[config.mk]
export PLATFORM = sky130hd
export DESIGN_NAME = lca_ctrl
export DESIGN_NICKNAME = d
export VERILOG_FILES = /design/src/hw/rtl/lca_pkg.sv /design/src/hw/rtl/lca_ctrl.sv
export SDC_FILE = /design/constraint.sdc
export NUM_CORES = 1
export LEC_CHECK = 0
export BUFFER_PORTS_ARGS = -buffer_cell sky130_fd_sc_hd__clkbuf_2
export CELL_PAD_IN_SITES_DETAIL_PLACEMENT = 1
export CELL_PAD_IN_SITES_GLOBAL_PLACEMENT = 2
export CORE_ASPECT_RATIO = 0.8
export CORE_MARGIN = 5
export CORE_UTILIZATION = 32
export DETAILED_ROUTE_END_ITERATION = 8
export GPL_ROUTABILITY_DRIVEN = 0
export HOLD_SLACK_MARGIN = 0.12
export PLACE_DENSITY = 0.89
export SETUP_SLACK_MARGIN = 0.3
export SYNTH_ARGS = -nofsm -noshare
export SYNTH_HDL_FRONTEND = slang
export SYNTH_SLANG_ARGS = --single-unit
export TNS_END_PERCENT = 50
[constraint.sdc]
create_clock -name clk -period 5.1 [get_ports clk]
set_input_delay 1.02 -clock clk [delete_from_list [all_inputs] [get_ports clk]]
set_output_delay 1.02 -clock clk [all_outputs]
set_load 0.05 [all_outputs]
[src/hw/rtl/lca_pkg.sv]
`timescale 1ns / 1ps
// ----------------------------------------------------------------------------
// lca_pkg
// Shared widths, codes and controller/datapath interface types for the
// binary-lifting lowest-common-ancestor engine.
// ----------------------------------------------------------------------------
package lca_pkg;

	localparam int ID_BITS    = 12;
	localparam int LEVELS     = 12;
	localparam int LVL_BITS   = $clog2(LEVELS);
	localparam int NODE_COUNT = 1 << ID_BITS;
	localparam int ANC_AW     = ID_BITS + LVL_BITS;
	localparam int ANC_DEPTH  = 1 << ANC_AW;
	// wide enough for depth + 2^level without overflow
	localparam int DSUM_W     = ((ID_BITS > LEVELS) ? ID_BITS : LEVELS) + 1;
	localparam int S_DATA_W   = ((2 * ID_BITS + 7) / 8) * 8;
	localparam int M_DATA_W   = ((ID_BITS + 7) / 8) * 8;

	typedef logic [ID_BITS-1:0]  node_t;
	typedef logic [LVL_BITS-1:0] lvl_t;

	localparam node_t DEPTH_MAX = '1;

	localparam logic CMD_ADD   = 1'b0;
	localparam logic CMD_QUERY = 1'b1;

	typedef enum logic [1:0] {
		DEP_IN_A  = 2'd0,
		DEP_IN_B  = 2'd1,
		DEP_REG_B = 2'd2,
		DEP_ANC   = 2'd3
	} dep_src_t;

	typedef enum logic [1:0] {
		ANC_A      = 2'd0,
		ANC_B      = 2'd1,
		ANC_B_PREV = 2'd2
	} anc_src_t;

	typedef struct packed {
		logic     load;
		logic     dep_rd;
		dep_src_t dep_src;
		logic     anc_rd;
		anc_src_t anc_src;
		logic     add_first;
		logic     add_level;
		logic     cap_da;
		logic     cap_db;
		logic     lvl_top;
		logic     lvl_dec;
		logic     lift_a;
		logic     cap_pa;
		logic     cmp_step;
		logic     out_load;
		logic     out_sel_b;
	} dp_cmd_t;

	typedef struct packed {
		logic in_query;
		logic in_node_zero;
		logic lift_ok;
		logic lvl_zero;
		logic lvl_last;
		logic a_eq_b;
	} dp_status_t;

endpackage

[src/hw/rtl/lca_ctrl.sv]
`timescale 1ns / 1ps
// ----------------------------------------------------------------------------
// lca_ctrl
// Sequencer for add and query transactions; owns input ready and result valid.
// ----------------------------------------------------------------------------
module lca_ctrl (
	input  logic                clk,
	input  logic                arst_n,
	input  logic                s_tvalid,
	output logic                s_tready,
	output logic                m_tvalid,
	input  logic                m_tready,
	input  lca_pkg::dp_status_t st,
	output lca_pkg::dp_cmd_t    cmd
);

	typedef enum logic [15:0] {
		ST_IDLE    = 16'h0001,
		ST_ADD_DEP = 16'h0002,
		ST_ADD_RD  = 16'h0004,
		ST_ADD_WR  = 16'h0008,
		ST_Q_DA    = 16'h0010,
		ST_Q_DB    = 16'h0020,
		ST_Q_LIFT  = 16'h0040,
		ST_Q_LA    = 16'h0080,
		ST_Q_LD    = 16'h0100,
		ST_Q_EQ    = 16'h0200,
		ST_Q_PA    = 16'h0400,
		ST_Q_PB    = 16'h0800,
		ST_Q_CMP   = 16'h1000,
		ST_Q_FIN   = 16'h2000,
		ST_Q_RES   = 16'h4000,
		ST_Q_BRES  = 16'h8000
	} state_t;

	state_t state_q, state_d;
	logic   m_tvalid_q;
	logic   out_free;

	assign out_free = !m_tvalid_q || m_tready;
	assign s_tready = (state_q == ST_IDLE);
	assign m_tvalid = m_tvalid_q;

	always_comb begin
		cmd     = '0;
		state_d = state_q;
		case (state_q)
			ST_IDLE: begin
				if (s_tvalid) begin
					cmd.load = 1'b1;
					if (st.in_query) begin
						cmd.dep_rd  = 1'b1;
						cmd.dep_src = lca_pkg::DEP_IN_A;
						state_d     = ST_Q_DA;
					end else if (!st.in_node_zero) begin
						cmd.dep_rd  = 1'b1;
						cmd.dep_src = lca_pkg::DEP_IN_B;
						state_d     = ST_ADD_DEP;
					end
				end
			end
			ST_ADD_DEP: begin
				cmd.add_first = 1'b1;
				state_d       = ST_ADD_RD;
			end
			ST_ADD_RD: begin
				cmd.anc_rd  = 1'b1;
				cmd.anc_src = lca_pkg::ANC_B_PREV;
				state_d     = ST_ADD_WR;
			end
			ST_ADD_WR: begin
				cmd.add_level = 1'b1;
				state_d       = st.lvl_last ? ST_IDLE : ST_ADD_RD;
			end
			ST_Q_DA: begin
				cmd.cap_da  = 1'b1;
				cmd.dep_rd  = 1'b1;
				cmd.dep_src = lca_pkg::DEP_REG_B;
				state_d     = ST_Q_DB;
			end
			ST_Q_DB: begin
				cmd.cap_db  = 1'b1;
				cmd.lvl_top = 1'b1;
				state_d     = ST_Q_LIFT;
			end
			ST_Q_LIFT: begin
				if (st.lift_ok) begin
					cmd.anc_rd  = 1'b1;
					cmd.anc_src = lca_pkg::ANC_A;
					state_d     = ST_Q_LA;
				end else if (st.lvl_zero) begin
					state_d = ST_Q_EQ;
				end else begin
					cmd.lvl_dec = 1'b1;
				end
			end
			ST_Q_LA: begin
				// lifted node addresses its own depth straight from the read data
				cmd.lift_a  = 1'b1;
				cmd.dep_rd  = 1'b1;
				cmd.dep_src = lca_pkg::DEP_ANC;
				state_d     = ST_Q_LD;
			end
			ST_Q_LD: begin
				cmd.cap_da = 1'b1;
				if (st.lvl_zero) begin
					state_d = ST_Q_EQ;
				end else begin
					cmd.lvl_dec = 1'b1;
					state_d     = ST_Q_LIFT;
				end
			end
			ST_Q_EQ: begin
				if (st.a_eq_b) begin
					state_d = ST_Q_BRES;
				end else begin
					cmd.lvl_top = 1'b1;
					state_d     = ST_Q_PA;
				end
			end
			ST_Q_PA: begin
				cmd.anc_rd  = 1'b1;
				cmd.anc_src = lca_pkg::ANC_A;
				state_d     = ST_Q_PB;
			end
			ST_Q_PB: begin
				cmd.cap_pa  = 1'b1;
				cmd.anc_rd  = 1'b1;
				cmd.anc_src = lca_pkg::ANC_B;
				state_d     = ST_Q_CMP;
			end
			ST_Q_CMP: begin
				cmd.cmp_step = 1'b1;
				if (st.lvl_zero) begin
					state_d = ST_Q_FIN;
				end else begin
					cmd.lvl_dec = 1'b1;
					state_d     = ST_Q_PA;
				end
			end
			ST_Q_FIN: begin
				// level is zero here: fetch the parent of b
				cmd.anc_rd  = 1'b1;
				cmd.anc_src = lca_pkg::ANC_B;
				state_d     = ST_Q_RES;
			end
			ST_Q_RES: begin
				if (out_free) begin
					cmd.out_load = 1'b1;
					state_d      = ST_IDLE;
				end
			end
			ST_Q_BRES: begin
				if (out_free) begin
					cmd.out_load  = 1'b1;
					cmd.out_sel_b = 1'b1;
					state_d       = ST_IDLE;
				end
			end
			default: begin
				state_d = ST_IDLE;
			end
		endcase
	end

	always_ff @(posedge clk or negedge arst_n) begin
		if (!arst_n) begin
			state_q    <= ST_IDLE;
			m_tvalid_q <= 1'b0;
		end else begin
			state_q <= state_d;
			if (cmd.out_load) begin
				m_tvalid_q <= 1'b1;
			end else if (m_tready) begin
				m_tvalid_q <= 1'b0;
			end
		end
	end

`ifndef NO_ASSERTIONS
	a_zero_add_ignored: assert property (@(posedge clk) disable iff (!arst_n)
		s_tvalid && s_tready && !st.in_query && st.in_node_zero |=> state_q == ST_IDLE)
		else $error("add of node zero was not dropped");

	a_valid_from_result: assert property (@(posedge clk) disable iff (!arst_n)
		$rose(m_tvalid_q) |-> ($past(state_q) == ST_Q_RES || $past(state_q) == ST_Q_BRES))
		else $error("result raised outside a result state");

	a_no_dec_at_zero: assert property (@(posedge clk) disable iff (!arst_n)
		cmd.lvl_dec |-> !st.lvl_zero)
		else $error("level counter underflow");
`endif

endmodule

==> impl_metrics.env, run 1 <==
export IMPL_status="finished, final reports clean"
export IMPL_hold_class="reg2reg"
export IMPL_path_max_fanout=6
export IMPL_antennaDiodeCount=0
export IMPL_required_ns=4.08
export IMPL_synth_edff_count=0
export IMPL_hold_buffers=0
export IMPL_cts_buffer_depth=2
export IMPL_crit_type="reg2out"
export IMPL_p_leak_nw=0.6875
export IMPL_layout_common_cells="clkbuf_2 (29), nor2_1 (16), dfrtp_1 (16), inv_1 (10), nand2_1 (10)"
export IMPL_setup_viol=0
export IMPL_syn_area_um2=1076
export IMPL_end_kind="primary output"
export IMPL_worst_slew_pin_slew_ns=0.6110
export IMPL_hold_start="m_tvalid"
export IMPL_vdd_ir_drop_max_v=0.0001891
export IMPL_rsz0062_at_grt="false"
export IMPL_antenna_left=0
export IMPL_antenna_found_initial=0
export IMPL_cp_arrival_ns=2.56
export IMPL_post_place_ws_ns=1.804
export IMPL_syn2layout_area_growth_pct=22.09
export IMPL_clkSinkCount=17
export IMPL_rrSetupSlack_ns=2.86
export IMPL_synth_distinct_cells=45
export IMPL_tns_ns=0
export IMPL_first_pass_iters=4
export IMPL_period_share_pct=70.26
export IMPL_cts_htree_levels=1
export IMPL_period_needed_ns=3.583
export IMPL_final_common_cell="clkbuf_2"
export IMPL_drt_total_wl_mm=3.148
export IMPL_fin_skew_ns=0.001464
export IMPL_clockRootBuffer="clkbuf_8"
export IMPL_slew_viol_final=0
export IMPL_start_kind="flop"
export IMPL_power_density_nw_per_um2=373.8
export IMPL_ys_warn_count=0
export IMPL_ys_ff_latch=17
export IMPL_post_cts_buffers=0
export IMPL_clk_pin_slew_ns=0.07
export IMPL_viasPerCell=5.438
export IMPL_synth_top_cell_area_share_pct=37.21
export IMPL_synth_ff_type="dfrtp_1"
export IMPL_reg2regPathDepth=6
export IMPL_cts_resized_gates=0
export IMPL_chipWidth_um=74.83
export IMPL_cts_tree="yes"
export IMPL_fmax_mhz=279.1
export IMPL_cts_made_buffers=3
export IMPL_r2r_start="state_q[13]"
export IMPL_insertion_delay_ns=0.26
export IMPL_hold_path_depth=2
export IMPL_grt_use_total_pct=15.02
export IMPL_globalRoute_totalOverflow=0
export IMPL_hold_violations=0
export IMPL_ios=30
export IMPL_synth_area_leaders="dfrtp_1 (37%), nor2_1 (5.6%), nor4_4 (4.0%)"
export IMPL_portBuffers=29
export IMPL_syn_inst=120
export IMPL_drive_above_1_share_pct=29.61
export IMPL_dp_hpwl_mm=2.549
export IMPL_avgSynthCellArea_um2=8.967
export IMPL_num_vias=1044
export IMPL_wl_per_cell_um=16.40
export IMPL_post_route_drc_count=0
export IMPL_whs_endpoint="m_tvalid"
export IMPL_drv_cap=0
export IMPL_postSynth_asyncResetShare_pct=100.0
export IMPL_grt_start_max_net_pins=18
export IMPL_yosysTopAreaCell="dfrtp_1"
export IMPL_die_area_um2=4629
export IMPL_setup_ws_ns=1.517
export IMPL_r2r_end="state_q[15]"
export IMPL_grt_pass1_wl_mm=5.230
export IMPL_fp_row_count=18
export IMPL_grt_pass1_vias=1081
export IMPL_start_util_pct=34.13
export IMPL_ys_seq_area_share_pct=39.65
export IMPL_first_iter_violations=31
export IMPL_synth_nets=130
export IMPL_core_area_um2=3153
export IMPL_slew_headroom_pct=58.93
export IMPL_nNetsFinal=163
export IMPL_fp_dieH_um=61.87
export IMPL_crit_start="state_q[13]"
[cell type report]
class                      count  area, um^2
clock buffer                   3       41.29
clock inverter                 1       5.005
fill                         395        1839
inverter                      10       37.54
multi-input combinational     92       608.1
sequential                    17       426.7
tap                           40       50.05
timing repair buffer          29       145.1
[per-layer routing]
layer,vias to the layer above,part of all wire [%],global-route usage (%)
met5,-,0,0
li1,502,-,-
met4,0,0.70,2.792
met2,31,49,26.80
met3,4,4.7,2.894
met1,507,46,19.16
[metrics by stage]
stage	instance area (um^2)	hold slack [ns]	util [%]	std cells	total power, mW
floorplan	1076	0.5454	-	120	0.3322
global placement	1267	0.5528	40.20	188	0.3815
detailed placement	1267	0.5715	40.20	188	0.3895
CTS	1314	0.5878	41.67	192	0.4954
global route	1314	0.6377	41.67	192	0.5223
finish	1314	0.5804	41.67	192	0.4911
[synth_stat cells (3+ instances only)]
cell type / instances
dfrtp_1: 16
nor2_1: 16
inv_1: 10
nand2_1: 10
nand4b_1: 4
nor3_1: 4
o21ai_0: 4
and3_1: 3
nand2b_1: 3
nand3_1: 3
nor4_1: 3
xnor2_1: 3
xor2_1: 3
[worst max path at each step]
stage,end,slack [ns],depth (start not counted)
2_1_floorplan,cmd[0],1.36,3
3_3_place_gp,cmd[5],1.85,6
3_5_place_dp,cmd[5],1.80,6
4_1_cts,cmd[5],1.52,6
5_1_grt,cmd[5],1.44,6
6_report,cmd[5],1.52,6
[worst max-delay path, stage by stage, from the launching register on]
cell,delay (ns)
dfrtp_1,0.42
nor4_2,0.60
nand3_2,0.26
or3_4,0.43
o21a_1,0.14
a21oi_1,0.16
clkbuf_2,0.30
[flip-flops by register name (all words and copies together), names as in the netlist]
register / count
state_q: 16
m_tvalid: 1
[power breakdown]
part	leakage (nW)	internal, mW	switching [mW]
combinational	0.429	0.0667	0.156
clock	0.0255	0.0543	0.0493
sequential	0.233	0.147	0.0181
total	0.688	0.268	0.223
[logic make-up after synthesis]
group                     Yosys count  synth area share (%)
AOI/OAI and AO/OA                  19                 12.33
DFF                                17                 39.65
buffers and inverters              11                 3.837
and+or+nand+nor                    67                 39.30
xor gates and xnor gates            6                 4.885
No activity file was read; power rests on OpenSTA's default activity.
==> run 2, diff against run 1 <==
Settings changed: ABC_AREA set to 1, CORE_UTILIZATION 32 to 25, PLACE_DENSITY 0.89 to 0.81.
Clock period 5.1 ns to 2.89 ns, I/O delays scaled along.
==> impl_metrics.env, run 2 <==
export IMPL_worst_slew_pin_slew_ns=0.4725
export IMPL_synth_distinct_cells=23
export IMPL_synth_nets=198
export IMPL_layout_common_cells="nand2_1 (46), nor2_1 (38), inv_1 (35), clkbuf_2 (26), dfrtp_1 (15)"
export IMPL_grt_start_max_net_pins=18
export IMPL_synthXorXnorAreaFrac_pct=0
export IMPL_wl_per_cell_um=12.91
export IMPL_avgSynthCellArea_um2=6.516
export IMPL_synth_simple_area_share_pct=48.93
export IMPL_antenna_found_initial=0
export IMPL_synth_edff_count=0
export IMPL_cts_buffer_depth=2
export IMPL_finalPower_mw=1.098
export IMPL_cts_made_buffers=3
export IMPL_rrSetupSlack_ns=1.20
export IMPL_largest_reg_flops=16
export IMPL_reg2regPathDepth=9
export IMPL_slowest_delay_ns=0.55
export IMPL_syn_inst=188
export IMPL_cp_depth=7
export IMPL_first_iter_violations=49
export IMPL_insertion_delay_ns=0.26
export IMPL_slowest_stage="dfstp_2"
export IMPL_start_util_pct=26.18
export IMPL_synth_compound_area_share_pct=4.290
export IMPL_first_pass_iters=4
export IMPL_dp_hpwl_mm=3.009
export IMPL_crit_start="state_q[0]"
export IMPL_fillCellCount=618
export IMPL_tns_ns=0
export IMPL_r2r_start="state_q[9]"
export IMPL_num_vias=1279
export IMPL_drive_above_1_share_pct=28.19
export IMPL_r2r_end="state_q[1]"
export IMPL_synth_top_cell_area_share_pct=32.69
export IMPL_status="finished, final reports clean"
export IMPL_viasPerCell=4.456
export IMPL_chipWidth_um=88.26
export IMPL_rsz0062_at_grt="true"
export IMPL_cp_arrival_ns=1.92
export IMPL_power_density_nw_per_um2=697.5
export IMPL_synthAdderAreaFrac_pct=0
export IMPL_clkSinkCount=17
export IMPL_syn2layout_area_growth_pct=28.50
export IMPL_cts_htree_levels=1
export IMPL_seq_area_um2=427.9
export IMPL_post_route_drc_count=0
export IMPL_grt_pass1_wl_mm=6.375
export IMPL_syn_area_um2=1225
export IMPL_die_area_um2=6408
export IMPL_nNetsFinal=238
export IMPL_regMostFlops="state_q"
export IMPL_core_area_um2=4679
export IMPL_required_ns=2.31
export IMPL_fp_row_count=22
export IMPL_clockRootBuffer="clkbuf_8"
export IMPL_synth_area_leaders="dfrtp_1 (33%), nand2_1 (14%), nor2_1 (13%)"
export IMPL_fmax_mhz=399.9
export IMPL_synth_top_family_by_area="simple AND/OR/NAND/NOR gates"
export IMPL_portBuffers=29
export IMPL_hold_class="in2async"
export IMPL_final_common_cell="nand2_1"
export IMPL_hold_violations=0
export IMPL_crit_type="reg2out"
export IMPL_slew_viol_final=0
export IMPL_end_kind="primary output"
export IMPL_fp_dieH_um=72.61
export IMPL_period_share_pct=86.53
export IMPL_multi_input_area_um2=681.9
export IMPL_p_leak_nw=0.9686
export IMPL_ys_seq_area_share_pct=34.83
export IMPL_grt_use_total_pct=12.76
export IMPL_slew_headroom_pct=68.50
export IMPL_synth_top_cells_by_count="nand2_1 (46), nor2_1 (41), inv_1 (35)"
export IMPL_start_kind="flop"
export IMPL_setup_viol=0
export IMPL_clk_pin_slew_ns=0.08
export IMPL_drt_total_wl_mm=3.706
export IMPL_crit_path_end="cmd[14]"
export IMPL_period_needed_ns=2.501
export IMPL_crit_family="flip-flops"
export IMPL_synth_most_common_cell="nand2_1"
export IMPL_synth_area_mux_share_pct=0
export IMPL_ys_ff_latch=17
export IMPL_antennaDiodeCount=0
export IMPL_hold_buffers=0
export IMPL_postSynth_asyncResetShare_pct=100.0
export IMPL_grt_pass1_vias=1320
export IMPL_ios=30
export IMPL_yosysTopAreaCell="dfrtp_1"
export IMPL_drv_cap=0
export IMPL_synth_ff_type="dfrtp_1"
export IMPL_vdd_ir_drop_max_v=0.0005020
export IMPL_crit_chain="inv_1 -> nor2_1 -> nand2_1 -> nor2_1 -> nand2_1 -> o41ai_2 -> clkbuf_2"
export IMPL_ys_warn_count=0
export IMPL_crit_buf_inv=2
export IMPL_antenna_left=0
export IMPL_fin_skew_ns=0.006431
export IMPL_globalRoute_totalOverflow=0
export IMPL_cts_tree="yes"
export IMPL_path_max_fanout=3
-- run 2: cell count changes after synthesis, sizes merged, moves of 4 or more --
cell,change
and3,-4
nand4b,-4
nor4,-7
inv,+26
nand3,+11
nand2,+40
nor2,+33
-- run 2: worst min path at each step --
stage                 from           to  slack [ns]  cells after the start
finish              arst_n     m_tvalid        0.25                      1
detailed placement  arst_n  state_q[14]        0.56                      1
CTS                 arst_n  state_q[14]        0.27                      1
global route        arst_n     m_tvalid        0.29                      1
global placement    arst_n  state_q[14]        0.55                      1
floorplan           arst_n     m_tvalid        0.28                      0
-- run 2: power breakdown --
| group | total (mW) | internal, mW | switching [mW] |
|---|---|---|---|
| registers | 0.296 | 0.268 | 0.0284 |
| logic | 0.607 | 0.158 | 0.449 |
| clock network | 0.194 | 0.0973 | 0.0970 |
| total | 1.10 | 0.524 | 0.574 |
-- run 2: final cells by class --
type / instances / share of cell area (%)
clock buffers: 3 / 2.623
well taps: 60 / 4.769
clock inverters: 1 / 0.4769
multi-input cells: 134 / 43.32
flip-flops and latches: 17 / 27.19
inverters: 36 / 8.585
repair buffers: 36 / 13.04
-- run 2: what timing repair did --
item                       CTS  global route
pin swaps                    0             2
setup buffers                0             7
resized for setup            1            11
setup endpoints to repair    2            10
-- run 2: metrics by stage --
stage | cell area [um^2] | hold WS, ns | util [%] | setup slack, ns | cells
floorplan | 1232 | 0.2824 | - | 0.2176 | 188
global placement | 1441 | 0.5493 | 30.80 | 0.5791 | 276
detailed placement | 1441 | 0.5562 | 30.80 | 0.5645 | 276
CTS | 1493 | 0.2678 | 31.90 | 0.2977 | 280
global route | 1574 | 0.2865 | 33.64 | 0.2571 | 287
finish | 1574 | 0.2531 | 33.64 | 0.3893 | 287
-- run 2: routing by layer --
metal	wire length [um]	GRT usage, %	share of wire (%)	vias to the layer above
li1	-	-	-	652
met1	2037	19.53	55	600
met2	1536	18.26	41	23
met3	88	1.806	2.4	4
met4	43	4.027	1.2	0
met5	0	0	0	-
-- run 2: kinds of logic after synthesis --
logic type	after synthesis
buf+inv	37
flops	17
simple gates	125
compound gates	9
==> run 3, diff against run 2 <==
Settings changed: MAX_ROUTING_LAYER set to met4.
==> impl_metrics.env, run 3 (synthesized netlist as in run 2, its figures left out) <==
export IMPL_fin_skew_ns=0.006647
export IMPL_fp_dieH_um=72.61
export IMPL_drive_above_1_share_pct=28.19
export IMPL_required_ns=2.31
export IMPL_first_iter_violations=44
export IMPL_fmax_mhz=401.1
export IMPL_cts_tree="yes"
export IMPL_slowest_stage="dfstp_2"
export IMPL_hold_violations=0
export IMPL_finalPower_mw=1.096
export IMPL_crit_family="flip-flops"
export IMPL_end_kind="primary output"
export IMPL_rsz0062_at_grt="true"
export IMPL_layout_common_cells="nand2_1 (46), nor2_1 (38), inv_1 (35), clkbuf_2 (26), dfrtp_1 (15)"
export IMPL_drt_total_wl_mm=3.687
export IMPL_num_vias=1278
export IMPL_grt_pass1_vias=1321
export IMPL_clkSinkCount=17
export IMPL_period_share_pct=86.27
export IMPL_clk_pin_slew_ns=0.08
export IMPL_path_max_fanout=3
export IMPL_cts_buffer_depth=2
export IMPL_first_pass_iters=4
export IMPL_cts_made_buffers=3
export IMPL_post_route_drc_count=0
export IMPL_dpl_cell_area_um2=1441
export IMPL_fin_util_pct=33.64
export IMPL_clockRootBuffer="clkbuf_8"
export IMPL_drv_cap=0
export IMPL_syn2layout_area_growth_pct=28.50
export IMPL_slew_headroom_pct=68.71
export IMPL_hold_buffers=0
export IMPL_antennaDiodeCount=0
export IMPL_wl_per_cell_um=12.85
export IMPL_portBuffers=29
export IMPL_fp_row_count=22
export IMPL_hold_class="in2async"
export IMPL_dp_hpwl_mm=3.009
export IMPL_insertion_delay_ns=0.26
export IMPL_regMostFlops="state_q"
export IMPL_start_util_pct=26.18
export IMPL_crit_chain="inv_1 -> nor2_1 -> nand2_1 -> nor2_1 -> nand2_1 -> o41ai_2 -> clkbuf_2"
export IMPL_crit_buf_inv=2
export IMPL_nNetsFinal=238
export IMPL_chipWidth_um=88.26
export IMPL_antenna_found_initial=0
export IMPL_crit_type="reg2out"
export IMPL_vdd_ir_drop_max_v=0.0005022
export IMPL_grt_use_total_pct=13.14
export IMPL_die_area_um2=6408
export IMPL_final_area_um2=1574
export IMPL_globalRoute_totalOverflow=0
export IMPL_status="finished, final reports clean"
export IMPL_start_kind="flop"
export IMPL_antenna_left=0
export IMPL_grt_start_max_net_pins=18
export IMPL_tns_ns=0
export IMPL_final_common_cell="nand2_1"
export IMPL_period_needed_ns=2.493
export IMPL_slew_viol_final=0
export IMPL_core_area_um2=4679
export IMPL_ios=30
export IMPL_slowest_delay_ns=0.55
export IMPL_p_leak_nw=0.9686
export IMPL_setup_viol=0
export IMPL_viasPerCell=4.453
export IMPL_worst_slew_pin_slew_ns=0.4693
export IMPL_grt_pass1_wl_mm=6.368
export IMPL_cp_arrival_ns=1.92
export IMPL_power_density_nw_per_um2=696.3
export IMPL_cts_htree_levels=1
export IMPL_largest_reg_flops=16
==> run 3: cell counts in the layout (fill, tap and decap cells not counted) <==
Identical to the previous run, type by type.
==> run 3: path summary, 6_finish.rpt <==
path	start	endpoint	slack, ns	cells after the start
setup / recovery	state_q[0]	cmd[14]	0.40	7
setup reg to reg	state_q[9]	state_q[1]	1.20	9
hold reg to reg	state_q[14]	state_q[14]	0.56	2
hold / removal	arst_n	m_tvalid	0.25	1
min in group clk	m_tready	m_tvalid	0.50	2
max in group asynchronous	arst_n	state_q[0]	2.29	1
==> run 3: area by class of cell <==
class	count	area, um^2
inverters	36	135.1
repair buffers	36	205.2
clock buffers	3	41.29
multi-input cells	134	681.9
flip-flops and latches	17	427.9
fillers	618	3105
well taps	60	75.07
clock inverters	1	7.507
==> run 3: layer usage <==
metal,track usage [%],routed length [um],up-vias
li1,-,-,653
met1,19.60,1990,591
met2,18.26,1524,28
met3,1.693,129,6
met4,4.027,42,0
met5,-,0,-
==> run 3: timing repair <==
| action | CTS | global route |
|---|---|---|
| gates resized for setup | 1 | 11 |
| hold endpoints to repair | 0 | 0 |
| pin swaps | 0 | 2 |
| endpoints found under the setup margin | 2 | 10 |
| setup buffers | 0 | 7 |
==> run 3: worst reg2reg max path, cell delays in order, from the launching register on <==
cell     delay [ns]
dfrtp_1        0.42
nor2_1         0.18
nand2_2        0.13
nor2_8         0.21
buf_4          0.15
buf_4          0.10
buf_4          0.09
nand4_2        0.08
nand3_2        0.13
nor3_1         0.07
==> run 3: metrics by stage <==
step | std cells | hold WS (ns) | setup WS [ns]
global placement | 276 | 0.5493 | 0.5791
global route | 287 | 0.2869 | 0.2569
floorplan | 188 | 0.2824 | 0.2176
CTS | 280 | 0.2678 | 0.2977
detailed placement | 276 | 0.5562 | 0.5645
finish | 287 | 0.2507 | 0.3968
==> run 3: power by group <==
part	internal, mW	leakage, nW	switching (mW)	total, mW
logic	0.158	0.716	0.446	0.605
clock network	0.0974	0.0217	0.0972	0.195
registers	0.268	0.231	0.0284	0.296
